--- src/rtl/core/cfd_pkg.sv ---
// ----------------------------------------------------------------------------
// cfd_pkg
// Types and constants shared by the COBS frame decoder modules.
// ----------------------------------------------------------------------------
package cfd_pkg;

    localparam int QDEPTH = 4;
    localparam int QAW    = 2;

    // Frame status codes as they appear on the output
    typedef enum logic [1:0] {
        ST_OK    = 2'd0,
        ST_EMPTY = 2'd1,
        ST_TRUNC = 2'd2,
        ST_LONG  = 2'd3
    } t_status;

    typedef enum logic [1:0] {
        CMD_PUSH  = 2'd0,
        CMD_DROP  = 2'd1,
        CMD_DELIM = 2'd2
    } t_cmd_kind;

    // One request from the front to the back
    typedef struct packed {
        t_cmd_kind  kind;
        t_status    status;
        logic [7:0] data;
    } t_cmd;

    typedef struct packed {
        logic full;
        logic empty;
    } t_q_stat;

endpackage

--- src/rtl/core/cobs_frame_decoder.sv ---
// ----------------------------------------------------------------------------
// cobs_frame_decoder
// COBS frame decoder: one encoded byte in, decoded bytes out with frame status.
// ----------------------------------------------------------------------------
// Throughput: one encoded byte per cycle, sustained, with the output ready.
// Ordering: the request from an accepted byte is written into the queue, then popped
//   into the output register; a four-entry request queue absorbs output stalls.
// Reset: synchronous active low; clears frame state, queue and output valid.
// ----------------------------------------------------------------------------
module cobs_frame_decoder #(
    parameter int MAX_FRAME = 256
) (
    input  logic       i_clk,
    input  logic       i_rst_n,
    input  logic       i_s_tvalid,
    output logic       o_s_tready,
    input  logic [7:0] i_s_tdata,   // [7:0] rx_byte
    output logic       o_m_tvalid,
    input  logic       i_m_tready,
    output logic [7:0] o_m_tdata,   // [7:0] out_byte
    output logic       o_m_tlast,   // last_of_frame
    output logic [1:0] o_m_tuser    // [1:0] frame_status
);
    import cfd_pkg::*;

    logic    w_push;
    logic    w_pop;
    t_cmd    w_cmd;
    t_cmd    w_head;
    t_q_stat w_q_stat;

    cfd_front #(
        .MAX_FRAME (MAX_FRAME)
    ) u_front (
        .i_clk      (i_clk),
        .i_rst_n    (i_rst_n),
        .i_s_tvalid (i_s_tvalid),
        .o_s_tready (o_s_tready),
        .i_s_tdata  (i_s_tdata),
        .i_q_stat   (w_q_stat),
        .o_push     (w_push),
        .o_cmd      (w_cmd)
    );

    cfd_queue u_queue (
        .i_clk   (i_clk),
        .i_rst_n (i_rst_n),
        .i_push  (w_push),
        .i_cmd   (w_cmd),
        .i_pop   (w_pop),
        .o_head  (w_head),
        .o_stat  (w_q_stat)
    );

    cfd_back u_back (
        .i_clk      (i_clk),
        .i_rst_n    (i_rst_n),
        .i_head     (w_head),
        .i_q_stat   (w_q_stat),
        .o_pop      (w_pop),
        .o_m_tvalid (o_m_tvalid),
        .i_m_tready (i_m_tready),
        .o_m_tdata  (o_m_tdata),
        .o_m_tlast  (o_m_tlast),
        .o_m_tuser  (o_m_tuser)
    );

endmodule

--- src/rtl/core/cfd_front.sv ---
// ----------------------------------------------------------------------------
// cfd_front
// Accepts encoded bytes, tracks block and frame state, and issues requests.
// ----------------------------------------------------------------------------
module cfd_front #(
    parameter int MAX_FRAME = 256
) (
    input  logic          i_clk,
    input  logic          i_rst_n,
    input  logic          i_s_tvalid,
    output logic          o_s_tready,
    input  logic [7:0]    i_s_tdata,
    input  cfd_pkg::t_q_stat i_q_stat,
    output logic          o_push,
    output cfd_pkg::t_cmd o_cmd
);
    import cfd_pkg::*;

    localparam int CW = $clog2(MAX_FRAME + 1);

    logic [7:0]    r_rem, n_rem;
    logic          r_started, n_started;
    logic          r_zero_owed, n_zero_owed;
    logic [CW-1:0] r_count, n_count;
    logic          r_overlong, n_overlong;
    logic          w_acc;

    assign o_s_tready = !i_q_stat.full;
    assign w_acc      = i_s_tvalid && o_s_tready;

    always_comb begin
        n_rem       = r_rem;
        n_started   = r_started;
        n_zero_owed = r_zero_owed;
        n_count     = r_count;
        n_overlong  = r_overlong;
        o_push      = 1'b0;
        o_cmd.kind   = CMD_PUSH;
        o_cmd.status = ST_OK;
        o_cmd.data   = i_s_tdata;
        if (w_acc) begin
            if (i_s_tdata == 8'd0) begin
                // ST_OK here leaves ok versus empty to the back
                o_push    = 1'b1;
                o_cmd.kind = CMD_DELIM;
                o_cmd.data = 8'd0;
                if (r_overlong) begin
                    o_cmd.status = ST_LONG;
                end else if (r_rem != 8'd0) begin
                    o_cmd.status = ST_TRUNC;
                end
                n_rem       = 8'd0;
                n_started   = 1'b0;
                n_zero_owed = 1'b0;
                n_count     = '0;
                n_overlong  = 1'b0;
            end else begin
                n_started = 1'b1;
                if (r_overlong) begin
                    // ignore rest of an over-long frame
                end else if (r_count >= CW'(MAX_FRAME - 1)) begin
                    n_overlong = 1'b1;
                    o_push     = 1'b1;
                    o_cmd.kind = CMD_DROP;
                end else begin
                    n_count = r_count + 1'b1;
                    if (r_rem == 8'd0) begin
                        // code byte: release the implied zero of the prior block
                        o_push      = r_zero_owed;
                        o_cmd.data  = 8'd0;
                        n_rem       = i_s_tdata - 8'd1;
                        n_zero_owed = (i_s_tdata == 8'd1);
                    end else begin
                        o_push      = 1'b1;
                        n_rem       = r_rem - 8'd1;
                        n_zero_owed = (r_rem == 8'd1);
                    end
                end
            end
        end
    end

    always_ff @(posedge i_clk) begin
        if (!i_rst_n) begin
            r_rem       <= 8'd0;
            r_started   <= 1'b0;
            r_zero_owed <= 1'b0;
            r_count     <= '0;
            r_overlong  <= 1'b0;
        end else begin
            r_rem       <= n_rem;
            r_started   <= n_started;
            r_zero_owed <= n_zero_owed;
            r_count     <= n_count;
            r_overlong  <= n_overlong;
        end
    end

    a_overlong_started: assert property (@(posedge i_clk) disable iff (!i_rst_n)
        r_overlong |-> r_started)
        else $error("overlong flag set outside a frame");

    a_count_bound: assert property (@(posedge i_clk) disable iff (!i_rst_n)
        r_count <= CW'(MAX_FRAME - 1))
        else $error("encoded count beyond frame limit");

    a_rem_started: assert property (@(posedge i_clk) disable iff (!i_rst_n)
        (r_rem != 8'd0) |-> r_started)
        else $error("block open outside a frame");

endmodule

--- src/rtl/core/cfd_queue.sv ---
// ----------------------------------------------------------------------------
// cfd_queue
// Short request queue between the front and the back.
// ----------------------------------------------------------------------------
module cfd_queue (
    input  logic              i_clk,
    input  logic              i_rst_n,
    input  logic              i_push,
    input  cfd_pkg::t_cmd     i_cmd,
    input  logic              i_pop,
    output cfd_pkg::t_cmd     o_head,
    output cfd_pkg::t_q_stat  o_stat
);
    import cfd_pkg::*;

    t_cmd           r_mem [QDEPTH];
    logic [QAW-1:0] r_wptr, r_rptr;
    logic [QAW:0]   r_cnt, n_cnt;

    assign o_head       = r_mem[r_rptr];
    assign o_stat.full  = (r_cnt == (QAW+1)'(QDEPTH));
    assign o_stat.empty = (r_cnt == '0);

    always_comb begin
        n_cnt = r_cnt;
        if (i_push && !i_pop) begin
            n_cnt = r_cnt + 1'b1;
        end else if (!i_push && i_pop) begin
            n_cnt = r_cnt - 1'b1;
        end
    end

    always_ff @(posedge i_clk) begin
        if (i_push) begin
            r_mem[r_wptr] <= i_cmd;
        end
    end

    always_ff @(posedge i_clk) begin
        if (!i_rst_n) begin
            r_wptr <= '0;
            r_rptr <= '0;
            r_cnt  <= '0;
        end else begin
            if (i_push) begin
                r_wptr <= r_wptr + 1'b1;
            end
            if (i_pop) begin
                r_rptr <= r_rptr + 1'b1;
            end
            r_cnt <= n_cnt;
        end
    end

    a_no_overflow: assert property (@(posedge i_clk) disable iff (!i_rst_n)
        i_push |-> !o_stat.full)
        else $error("push into full queue");

    a_no_underflow: assert property (@(posedge i_clk) disable iff (!i_rst_n)
        i_pop |-> !o_stat.empty)
        else $error("pop from empty queue");

    a_ptr_track: assert property (@(posedge i_clk) disable iff (!i_rst_n)
        (r_wptr - r_rptr) == r_cnt[QAW-1:0])
        else $error("queue pointers disagree with count");

endmodule

--- src/rtl/core/cfd_back.sv ---
// ----------------------------------------------------------------------------
// cfd_back
// Holds back one decoded byte, resolves frame status, drives the output stage.
// ----------------------------------------------------------------------------
module cfd_back (
    input  logic             i_clk,
    input  logic             i_rst_n,
    input  cfd_pkg::t_cmd    i_head,
    input  cfd_pkg::t_q_stat i_q_stat,
    output logic             o_pop,
    output logic             o_m_tvalid,
    input  logic             i_m_tready,
    output logic [7:0]       o_m_tdata,
    output logic             o_m_tlast,
    output logic [1:0]       o_m_tuser
);
    import cfd_pkg::*;

    logic [7:0] r_held, n_held;
    logic       r_held_v, n_held_v;
    logic       r_out_v;
    logic [7:0] r_out_byte, n_out_byte;
    logic       r_out_last, n_out_last;
    t_status    r_out_st, n_out_st;
    logic       w_needs_out;
    logic       w_out_free;

    assign w_out_free = !r_out_v || i_m_tready;

    always_comb begin
        n_held      = r_held;
        n_held_v    = r_held_v;
        n_out_byte  = r_held;
        n_out_last  = 1'b0;
        n_out_st    = ST_OK;
        w_needs_out = 1'b0;
        case (i_head.kind)
            CMD_PUSH: begin
                w_needs_out = r_held_v;
                n_held      = i_head.data;
                n_held_v    = 1'b1;
            end
            CMD_DROP: begin
                n_held_v = 1'b0;
            end
            CMD_DELIM: begin
                w_needs_out = 1'b1;
                n_out_last  = 1'b1;
                n_held_v    = 1'b0;
                if (i_head.status != ST_OK) begin
                    n_out_st   = i_head.status;
                    n_out_byte = 8'd0;
                end else if (!r_held_v) begin
                    n_out_st   = ST_EMPTY;
                    n_out_byte = 8'd0;
                end
            end
            default: begin
                w_needs_out = 1'b0;
            end
        endcase
        o_pop = !i_q_stat.empty && (!w_needs_out || w_out_free);
    end

    always_ff @(posedge i_clk) begin
        if (!i_rst_n) begin
            r_held_v <= 1'b0;
            r_out_v  <= 1'b0;
        end else begin
            if (o_pop) begin
                r_held_v <= n_held_v;
            end
            if (o_pop && w_needs_out) begin
                r_out_v <= 1'b1;
            end else if (i_m_tready) begin
                r_out_v <= 1'b0;
            end
        end
    end

    always_ff @(posedge i_clk) begin
        if (o_pop) begin
            r_held <= n_held;
        end
        if (o_pop && w_needs_out) begin
            r_out_byte <= n_out_byte;
            r_out_last <= n_out_last;
            r_out_st   <= n_out_st;
        end
    end

    assign o_m_tvalid = r_out_v;
    assign o_m_tdata  = r_out_byte;
    assign o_m_tlast  = r_out_last;
    assign o_m_tuser  = r_out_st;

    a_err_zero: assert property (@(posedge i_clk) disable iff (!i_rst_n)
        (r_out_v && r_out_st != ST_OK) |-> (r_out_byte == 8'd0 && r_out_last))
        else $error("error result carries data or lacks last");

    a_mid_ok: assert property (@(posedge i_clk) disable iff (!i_rst_n)
        (r_out_v && !r_out_last) |-> (r_out_st == ST_OK))
        else $error("nonzero status before frame end");

    a_no_clobber: assert property (@(posedge i_clk) disable iff (!i_rst_n)
        (r_out_v && !i_m_tready) |-> !(o_pop && w_needs_out))
        else $error("pending result overwritten");

    a_delim_clears: assert property (@(posedge i_clk) disable iff (!i_rst_n)
        (o_pop && i_head.kind == CMD_DELIM) |=> !r_held_v)
        else $error("held byte survives a delimiter");

endmodule
--- config.mk ---
export PLATFORM = sky130hd
export DESIGN_NAME = cobs_frame_decoder
export DESIGN_NICKNAME = d
export VERILOG_FILES = /design/src/rtl/core/cfd_pkg.sv /design/src/rtl/core/cobs_frame_decoder.sv /design/src/rtl/core/cfd_front.sv /design/src/rtl/core/cfd_queue.sv /design/src/rtl/core/cfd_back.sv
export SDC_FILE = /design/constraint.sdc
export NUM_CORES = 1
export LEC_CHECK = 0
export BUFFER_PORTS_ARGS = -buffer_cell sky130_fd_sc_hd__clkbuf_2
export CORE_AREA = 2 2 108 110
export CTS_CLUSTER_DIAMETER = 40
export DETAILED_ROUTE_END_ITERATION = 7
export DIE_AREA = 0 0 110 112
export PLACE_DENSITY = 0.61
export RECOVER_POWER = 100
export SYNTH_ARGS = -nofsm -noshare
export SYNTH_HDL_FRONTEND = slang
export SYNTH_HIERARCHICAL = 1
export SYNTH_SLANG_ARGS = --single-unit
--- constraint.sdc ---
create_clock -name i_clk -period 5.7 [get_ports i_clk]
set_clock_uncertainty 0.1 [all_clocks]
set_input_delay 0.285 -clock i_clk [delete_from_list [all_inputs] [get_ports i_clk]]
set_output_delay 0.285 -clock i_clk [all_outputs]
set_load 0.03 [all_outputs]
Word-level counts from Yosys, hierarchy flattened
Memories as Yosys holds them, arrays and structs flattened. A register that Yosys moved wholly into a read port is not among the register bits.
Index checks and enable logic that the tools add are counted.
{ "op_classes": {"addsub": 7, "mul": 0, "div_mod_pow": 0, "order_cmp": 1, "n_eq_ne": 7, "shifts": 0, "n_mux": 46, "n_bitwise": 0, "reduce_logical": 26} }
{ "ops": {"columns": ["operator", "count"], "rows": [
  ["8-bit two-way mux", 11],
  ["9-bit two-way mux", 3],
  ["1-bit two-way mux", 19],
  ["8-bit by 1-bit equality test with 1-bit output (second input constant)", 2],
  ["8-bit logical NOT", 2],
  ["2-bit two-way mux", 8],
  ["8-bit by 1-bit subtractor with 8-bit output (second input constant)", 2],
  ["12-bit two-way mux", 1],
  ["9-bit by 1-bit adder with 9-bit output (second input constant)", 1],
  ["9-bit by 8-bit >= comparator with 1-bit output (second input constant)", 1],
  ["2-bit nonzero test", 4],
  ["8-bit nonzero test", 1],
  ["1-bit logical NOT", 6],
  ["3-bit two-way mux", 2],
  ["1-bit logical AND", 5],
  ["2-bit by 1-bit adder with 2-bit output (second input constant)", 2],
  ["1-bit one-hot mux with 2 select lines", 2],
  ["2-bit AND reduction", 2],
  ["3-bit by 1-bit adder with 3-bit output (second input constant)", 1],
  ["3-bit equality test (second input constant)", 1],
  ["3-bit logical NOT", 1],
  ["3-bit AND reduction", 1],
  ["3-bit by 1-bit subtractor with 3-bit output (second input constant)", 1],
  ["2-bit by 1-bit equality test with 1-bit output (second input constant)", 1],
  ["6 further kinds", 7]
]} }
{ "totals": {"regBits": 47, "latchBits": 0, "mem_bits_rw": 48, "romBits": 0, "inputBits": 12, "wordCells": 101, "mem_count": 1} }
{ "memory_table": {"columns": ["name", "depth", "width", "read_ports", "rd_clocked_by_memory_dff", "wr", "line", "rtl"], "rows": [
  ["u_queue.r_mem", 4, 12, 1, 1, 1, "cfd_queue.sv:16", "t_cmd r_mem [QDEPTH];"]
]} }

Depth between registers and ports, before layout
Gate-level depths: netlist of the first run.
{ "depth": {"depth_word": 10, "depth_mapped": 15, "ltp_nobuf": 15} }

Cells and area by module
Netlist of the first run, hierarchy kept.
{ "by_module_without_submodules": {"columns": ["module", "instances", "cells_each", "area_each_um2", "seq_area_each_um2"], "rows": [
  ["cfd_queue", 1, 105, 2180.8, 1621.6],
  ["cfd_front", 1, 174, 1361.3, 380.4],
  ["cfd_back", 1, 56, 855.8, 610.6]
]} }

Least setup slack after synthesis of the first run
Ideal clock, no wire load.
{ "synth_timing": {"kind": "register to register", "startpoint": "register with a tool-made name", "endpoint": "register u_queue.r_cnt[2]", "t_arrival_ps": 3024, "t_required_ps": 5524, "slack_ps": 2500, "path_stages_with_launch": 15, "path_buffers": 1, "path_cell_list": "dfxtp_1 > buf_6 > mux4_2 > inv_1 > ha_1 > o21ai_1 > a21oi_1 > nor2_1 > inv_1 > ha_1 > inv_1 > fa_1 > xor2_1 > or3_1 > a21boi_0"} }
{ "synth_rtl": {"columns": ["item", "line", "rtl"], "rows": [
  ["to (signal assigned)", "cfd_queue.sv:51", "r_cnt <= n_cnt;"],
  ["to (decl)", "cfd_queue.sv:18", "logic [QAW:0] r_cnt, n_cnt;"]
]} }

==> results.cfg, run 1 <==
[floorplan]
initial_utilization_pct = 39.4
die_h_um = 112
rows = 39
ios = 25
die_w_um = 110
fp.dieArea_um2 = 12300
core_um2 = 11200

[power_and_ir_drop]
p_total_uw = 2480
p_leak_uw = 0.00168
max-vdd-ir-drop_mv = 0.271
pwr_density_cell_nw_per_um2 = 506

[yosys]
avgSynthCellArea_um2 = 13.1
synth-main-ff-cell = edfxtp_1
syn_area_um2 = 4400
async_flop_share_pct = 0
ys_seq_elements = 97
synth_enable_flop_cells = 67
synth.distinct_cells = 54
syn-num-nets = 365
synth-seq-area-share_pct = 59.4
syn_inst = 335
ys_warn_count = 6

[global_routing]
grt_overflow = 0
gr-usage-met3_pct = 3.75
grt_max_degree = 19
antenna_found_initial = 0
grt.met2_usage_pct = 21.3
top_usage_layer = met2
grt_pass1_wl_um = 12400
grt_pass1_vias = 2583
grt_util_all_layers_pct = 13.1
use_met1_pct = 16.6

[clock_network]
cts_inserted_buffers = 9
h-tree-depth = 3
numClockSinks = 97
root_buffer = clkbuf_16
post-cts-setup-buffer-count = 0
clkTransAtPathRegs_ns = 0.07
cts_tree = done
clk_path_buf_depth = 2
clk_latency_ns = 0.33
ctsResizeCount = 0
cts.hold.buffers_added = 0

[place]
place_ws_ns = 1.86
dp_hpwl_um = 5280
place.gp.congestion = 0.826
portBuffers = 24

[worst_setup_path]
required_ns = 5.86
cp_max_fo = 12
cp.arrival_ns = 4.02
critPathKind = register to register
cp-start-kind = register
crit_path_end_kind = register

[timing]
final_hold_viol_count = 0
rsz0062_at_grt = no
slew_headroom_pct = 21.8
maxSlewViolCount = 0
fin_ws_ns = 1.83
setup_tns_ns = 0
finalSetupViolCount = 0
worst_pin_slew_ns = 1.17
min_period_over_period_pct = 67.8
timing.fmax_ghz = 0.259
layout_min_cycle_time_ns = 3.87

[route]
vias_per_cell = 5.12
drc = 0
num_vias = 2634
firstDrtPassIters = 4
wl_um = 7530
drt_iter0_drc = 121
antenna_left = 0
drt-wirelength-per-cell_um = 14.6

[cells_and_area]
fin_nets = 396
final_layout_size_suffix_gt1_share_pct = 11.3
diodes = 0
area_delta_synth_final_pct = 11.3
fin_util_pct = 43.8

[outcome]
outcome = completed

[worst_hold_path]
hold_class = primary input to register

[job]
drv_cap = 0
## path summary, 6_finish.rpt
check                 startpoint                   to  depth (start not counted)  slack, ns
max                     register     u_queue/r_cnt[2]                         13       1.83
max reg2reg             register     u_queue/r_cnt[2]                         13       1.83
min reg2reg  u_front/r_zero_owed  u_front/r_zero_owed                          2       0.37
min                   i_m_tready    u_back/o_m_tvalid                          3       0.17
## flip-flops by register name, summed over array words and instances (netlist names), 3 cells and up, named ones only
name / flops
u_queue/r_mem: 48
u_front/r_count: 9
u_back/o_m_tdata: 8
u_back/r_held: 8
u_front/r_rem: 8
u_queue/r_cnt: 3
## Yosys cell counts, types with 3 or more instances
cell / n / area, µm²
o21a_1: 4 / 30.0
dfxtp_1: 30 / 601
nor3_1: 15 / 75.1
inv_1: 14 / 52.6
or3_1: 4 / 25.0
o21ai_1: 5 / 25.0
a21oi_1: 9 / 45.0
xnor2_1: 7 / 61.3
nor2_1: 16 / 60.1
nand2b_1: 4 / 25.0
edfxtp_1: 67 / 2010
mux2i_1: 6 / 60.1
ha_1: 17 / 213
nand3_1: 8 / 40.0
nand2_1: 21 / 78.8
and3_1: 3 / 18.8
nor2b_1: 12 / 75.1
xor2_1: 5 / 43.8
and2_1: 20 / 125
o21ai_0: 12 / 60.1
o211ai_1: 6 / 45.0
nor3b_1: 3 / 22.5
mux4_2: 10 / 225
## stage by stage
stage               std cells  hold WS [ns]  cell area (µm²)
floorplan                 335         0.303             4400
global placement          498         0.350             4660
detailed placement        498         0.357             4660
CTS                       514         0.150             4950
global route              514         0.165             4890
finish                    514         0.166             4890
## cells in the final DEF, fill, tap and decap left out, types with 8 or more instances in the layout
| master | synthesis | routed |
|---|---|---|
| o21ai_0 | 12 | 16 |
| mux4_2 | 10 | 10 |
| nor3_1 | 15 | 17 |
| clkbuf_1 | 0 | 14 |
| clkbuf_16 | 0 | 9 |
| and2_0 | 0 | 17 |
| nor2b_1 | 12 | 12 |
| nand2_1 | 21 | 21 |
| ha_1 | 17 | 17 |
| nand3_1 | 8 | 8 |
| edfxtp_1 | 67 | 67 |
| inv_1 | 14 | 14 |
| clkbuf_2 | 0 | 10 |
| dfxtp_1 | 30 | 30 |
| a21oi_1 | 9 | 10 |
| nor2_1 | 16 | 16 |
## worst max-delay path, cell delays in order (launching register included)
cell	delay [ns]
dfxtp_1	0.82
mux4_2	0.61
inv_1	0.12
ha_1	0.23
o21ai_0	0.16
a21oi_1	0.26
nor2_1	0.11
inv_1	0.09
ha_1	0.18
inv_1	0.06
fa_1	0.38
xor2_1	0.16
or3_1	0.30
a21boi_0	0.18
## layout make-up
class	instances	area, µm²
Clock buffer	10	239
Fill cell	1057	6280
Clock inverter	6	47.5
Inverter	16	60.1
Multi-Input combinational cell	218	1650
Tap cell	143	179
Timing Repair Buffer	24	103
Sequential cell	97	2610
## routing by layer
layer | wire length, µm | up-vias | share of wire [%]
met3 | 329 | 4 | 4.4
met2 | 3730 | 50 | 50
met4 | 52 | 0 | 0.69
li1 | - | 1302 | -
met5 | 0 | - | 0
met1 | 3410 | 1278 | 45
## where the power goes
| group | internal [µW] | leakage, µW | switching [µW] |
|---|---|---|---|
| Combinational | 333 | 0.000667 | 488 |
| Sequential | 982 | 0.000872 | 101 |
| Clock | 313 | 0.000142 | 258 |
## cell families (layout without fill, tap and decap cells)
kind of cell | count (synthesis) | in the layout | synth area share [%]
AND/OR/NAND/NOR | 117 | 117 | 15.0
flip-flops | 97 | 97 | 59.4
AO/OA/AOI/OAI | 52 | 52 | 7.91
buffers and inverters | 20 | 56 | 2.11
multiplexers | 19 | 19 | 7.94
adder cells (fa/ha/maj) | 18 | 18 | 5.29
XOR/XNOR | 12 | 12 | 2.39
Power figures use the tool's default switching activity.
==> run 2: changes to the inputs <==
Settings changed: ABC_AREA set to 1, CORE_AREA 2 2 108 110 to 2 2 111 113, DIE_AREA 0 0 110 112 to 0 0 113 115, PLACE_DENSITY 0.61 to 0.6.
Clock period 5.7 ns to 3.9 ns, I/O delays scaled along.
==> run 2 against run 1 <==
  * The flow now finishes with violations (DRC)
  * First-iteration DRC count rose by 59%
  * Final cell count rose by 32%
  * Flip-flop and latch count did not move
  * Sequential share of layout area fell by 2.2 points
  * Total power rose by 64%
  * Worst hold slack got worse by 0.093 ns
  * Combinational power rose by 90%
  * Clock-buffer cell count did not move
  * Synthesized cell count rose by 50%
  * Via count rose by 24%
  * Global-route usage rose by 1.1 points
  * Wire length rose by 16%
  * Critical path type unchanged
  * Critical endpoint is now u_queue/r_cnt[1]
  * Largest power group unchanged
==> results.cfg, run 2 <==
[yosys]
synth_compound_area_share_pct = 8.90
syn_area_um2 = 4600
synthTopCellsByArea = edfxtp_1 (44%), dfxtp_1 (13%), nand2_1 (7.1%)
synth_area_leader_cell = edfxtp_1
synthAdderAreaFrac_pct = 5.06
avgSynthCellArea_um2 = 9.15
yosys-top-cells-count = nand2_1 (87), nor2_1 (87), inv_1 (71)
synth_enable_flop_cells = 67
ys_warn_count = 6
async_flop_share_pct = 0
syn-num-nets = 532
netlist.area_leader.share_pct = 43.8
synth-seq-area-share_pct = 56.8
synth_xor_area_share_pct = 0.191
synth.distinct_cells = 31
ys_seq_elements = 97
synth-main-ff-cell = edfxtp_1
syn_inst = 502
yosys-mux-area-fraction_pct = 0
synth_top_family_by_area = simple AND/OR/NAND/NOR gates
synthSimpleGateAreaFrac_pct = 21.4

[place]
dp_hpwl_um = 6230
place.gp.congestion = 0.854
place_ws_ns = 0.782
portBuffers = 24

[timing]
holdWs_ns = 0.0732
layout_min_cycle_time_ns = 3.11
worst_pin_slew_ns = 0.786
finalSetupViolCount = 0
maxSlewViolCount = 0
timing.fmax_ghz = 0.322
final_hold_viol_count = 0
setup_tns_ns = 0
slew_headroom_pct = 47.0
fin_ws_ns = 0.795
rsz0062_at_grt = no
min_period_over_period_pct = 79.6

[cells_and_area]
final_common_cell = nand2_1
final_layout_size_suffix_gt1_share_pct = 8.05
diodes = 0
layout_common_cells = nand2_1 (90), nor2_1 (88), inv_1 (72), edfxtp_1 (67), o21ai_0 (31)
fin_nets = 559
fin_util_pct = 43.2
largest_reg_flops = 48
reg.largest.list = u_queue/r_mem (48), u_front/r_count (9)
top_register = u_queue/r_mem
area_delta_synth_final_pct = 11.0

[clock_network]
cts.hold.buffers_added = 0
ctsResizeCount = 0
clk_latency_ns = 0.35
post-cts-setup-buffer-count = 0
h-tree-depth = 3
root_buffer = clkbuf_16
cts_tree = done
clk_path_buf_depth = 2
cts_inserted_buffers = 9
numClockSinks = 97
clkTransAtPathRegs_ns = 0.06

[route]
antenna_left = 0
wl_um = 8750
vias_per_cell = 4.81
firstDrtPassIters = 6
drt_iter0_drc = 192
drt-wirelength-per-cell_um = 12.9
num_vias = 3273
drc = 2

[power_and_ir_drop]
p_total_uw = 4060
max-vdd-ir-drop_mv = 0.337
p_leak_uw = 0.00217
pwr_density_cell_nw_per_um2 = 795

[outcome]
outcome = finished, violations left
violations = DRC

[global_routing]
grt_max_degree = 25
grt_pass1_wl_um = 14400
grt_overflow = 0
grt_pass1_vias = 3032
antenna_found_initial = 0
grt_util_all_layers_pct = 14.2

[worst_hold_path]
worstHoldStart = i_s_tvalid
hold_class = primary input to register
hold_depth = 3

[worst_setup_path]
critPathKind = register to register
required_ns = 4.04
crit_path_end_kind = register
cp-start-kind = register
cp.arrival_ns = 3.24
worst-r2r-cell-count = 16
cp_max_fo = 13

[floorplan]
core_um2 = 11800
die_h_um = 115
die_w_um = 113
rows = 40
fp.dieArea_um2 = 13000
initial_utilization_pct = 38.9
ios = 25

[job]
drv_cap = 0
-- run 2: changes by cell type in the layout (fill, tap and decap cells not counted), moves of 10 or more --
cell	delta
inv_1	+58
o22ai_1	+10
nor2_1	+72
and2_0	-17
nor2b_1	-12
nand2_1	+69
o21ai_0	+15
nand3_1	+20
mux4_2	-10
nor3_1	-14
o21ai_1	+11
-- run 2: path summary, 6_finish.rpt --
kind / endpoint / slack (ns)
min: u_front/r_overlong / 0.07
max reg2reg: u_queue/r_cnt[1] / 0.79
max: u_queue/r_cnt[1] / 0.79
min reg2reg: u_front/r_rem[7] / 0.37
-- run 2: metrics by stage --
stage / instance area, µm² / cells
after CTS: 5140 / 681
after global placement: 4840 / 665
after global routing: 5100 / 681
after floorplan: 4600 / 502
final: 5100 / 681
after detailed placement: 4840 / 665
-- run 2: critical path: stages (launching register included) --
cell	delay, ns
dfxtp_1	0.44
inv_1	0.33
o21ai_0	0.15
o22ai_1	0.28
inv_1	0.08
ha_1	0.20
inv_1	0.07
nand2_1	0.09
nand3_1	0.13
nand2_1	0.08
inv_1	0.11
inv_1	0.06
ha_1	0.19
inv_1	0.09
fa_1	0.40
o21ai_0	0.16
nor2_1	0.05
-- run 2: area by class of cell --
class                      count  area [µm²]
multi-input combinational    321        1610
clock inverter                 6        65.1
sequential                    97        2610
timing repair buffer          25         111
clock buffer                  10         239
fill                        1180        6710
tap                          147         184
inverter                      75         282
-- run 2: logic make-up after synthesis --
logic type / Yosys count
AO/OA/AOI/OAI: 77
XOR/XNOR: 1
adder cells (fa/ha/maj): 18
buffers and inverters: 84
flip-flops: 97
AND/OR/NAND/NOR: 225
-- run 2: per-layer routing --
metal | vias to the layer above | wire length (µm) | track usage (%)
met2 | 46 | 4390 | 25.0
li1 | 1706 | - | -
met5 | - | 0 | 0
met3 | 4 | 331 | 4.16
met1 | 1517 | 3970 | 16.8
met4 | 0 | 58 | 4.15
-- run 2: where the power goes --
part / internal, µW / switching (µW) / total [µW]
clock network: 516 / 370 / 886
registers: 1480 / 132 / 1610
logic: 470 / 1090 / 1560
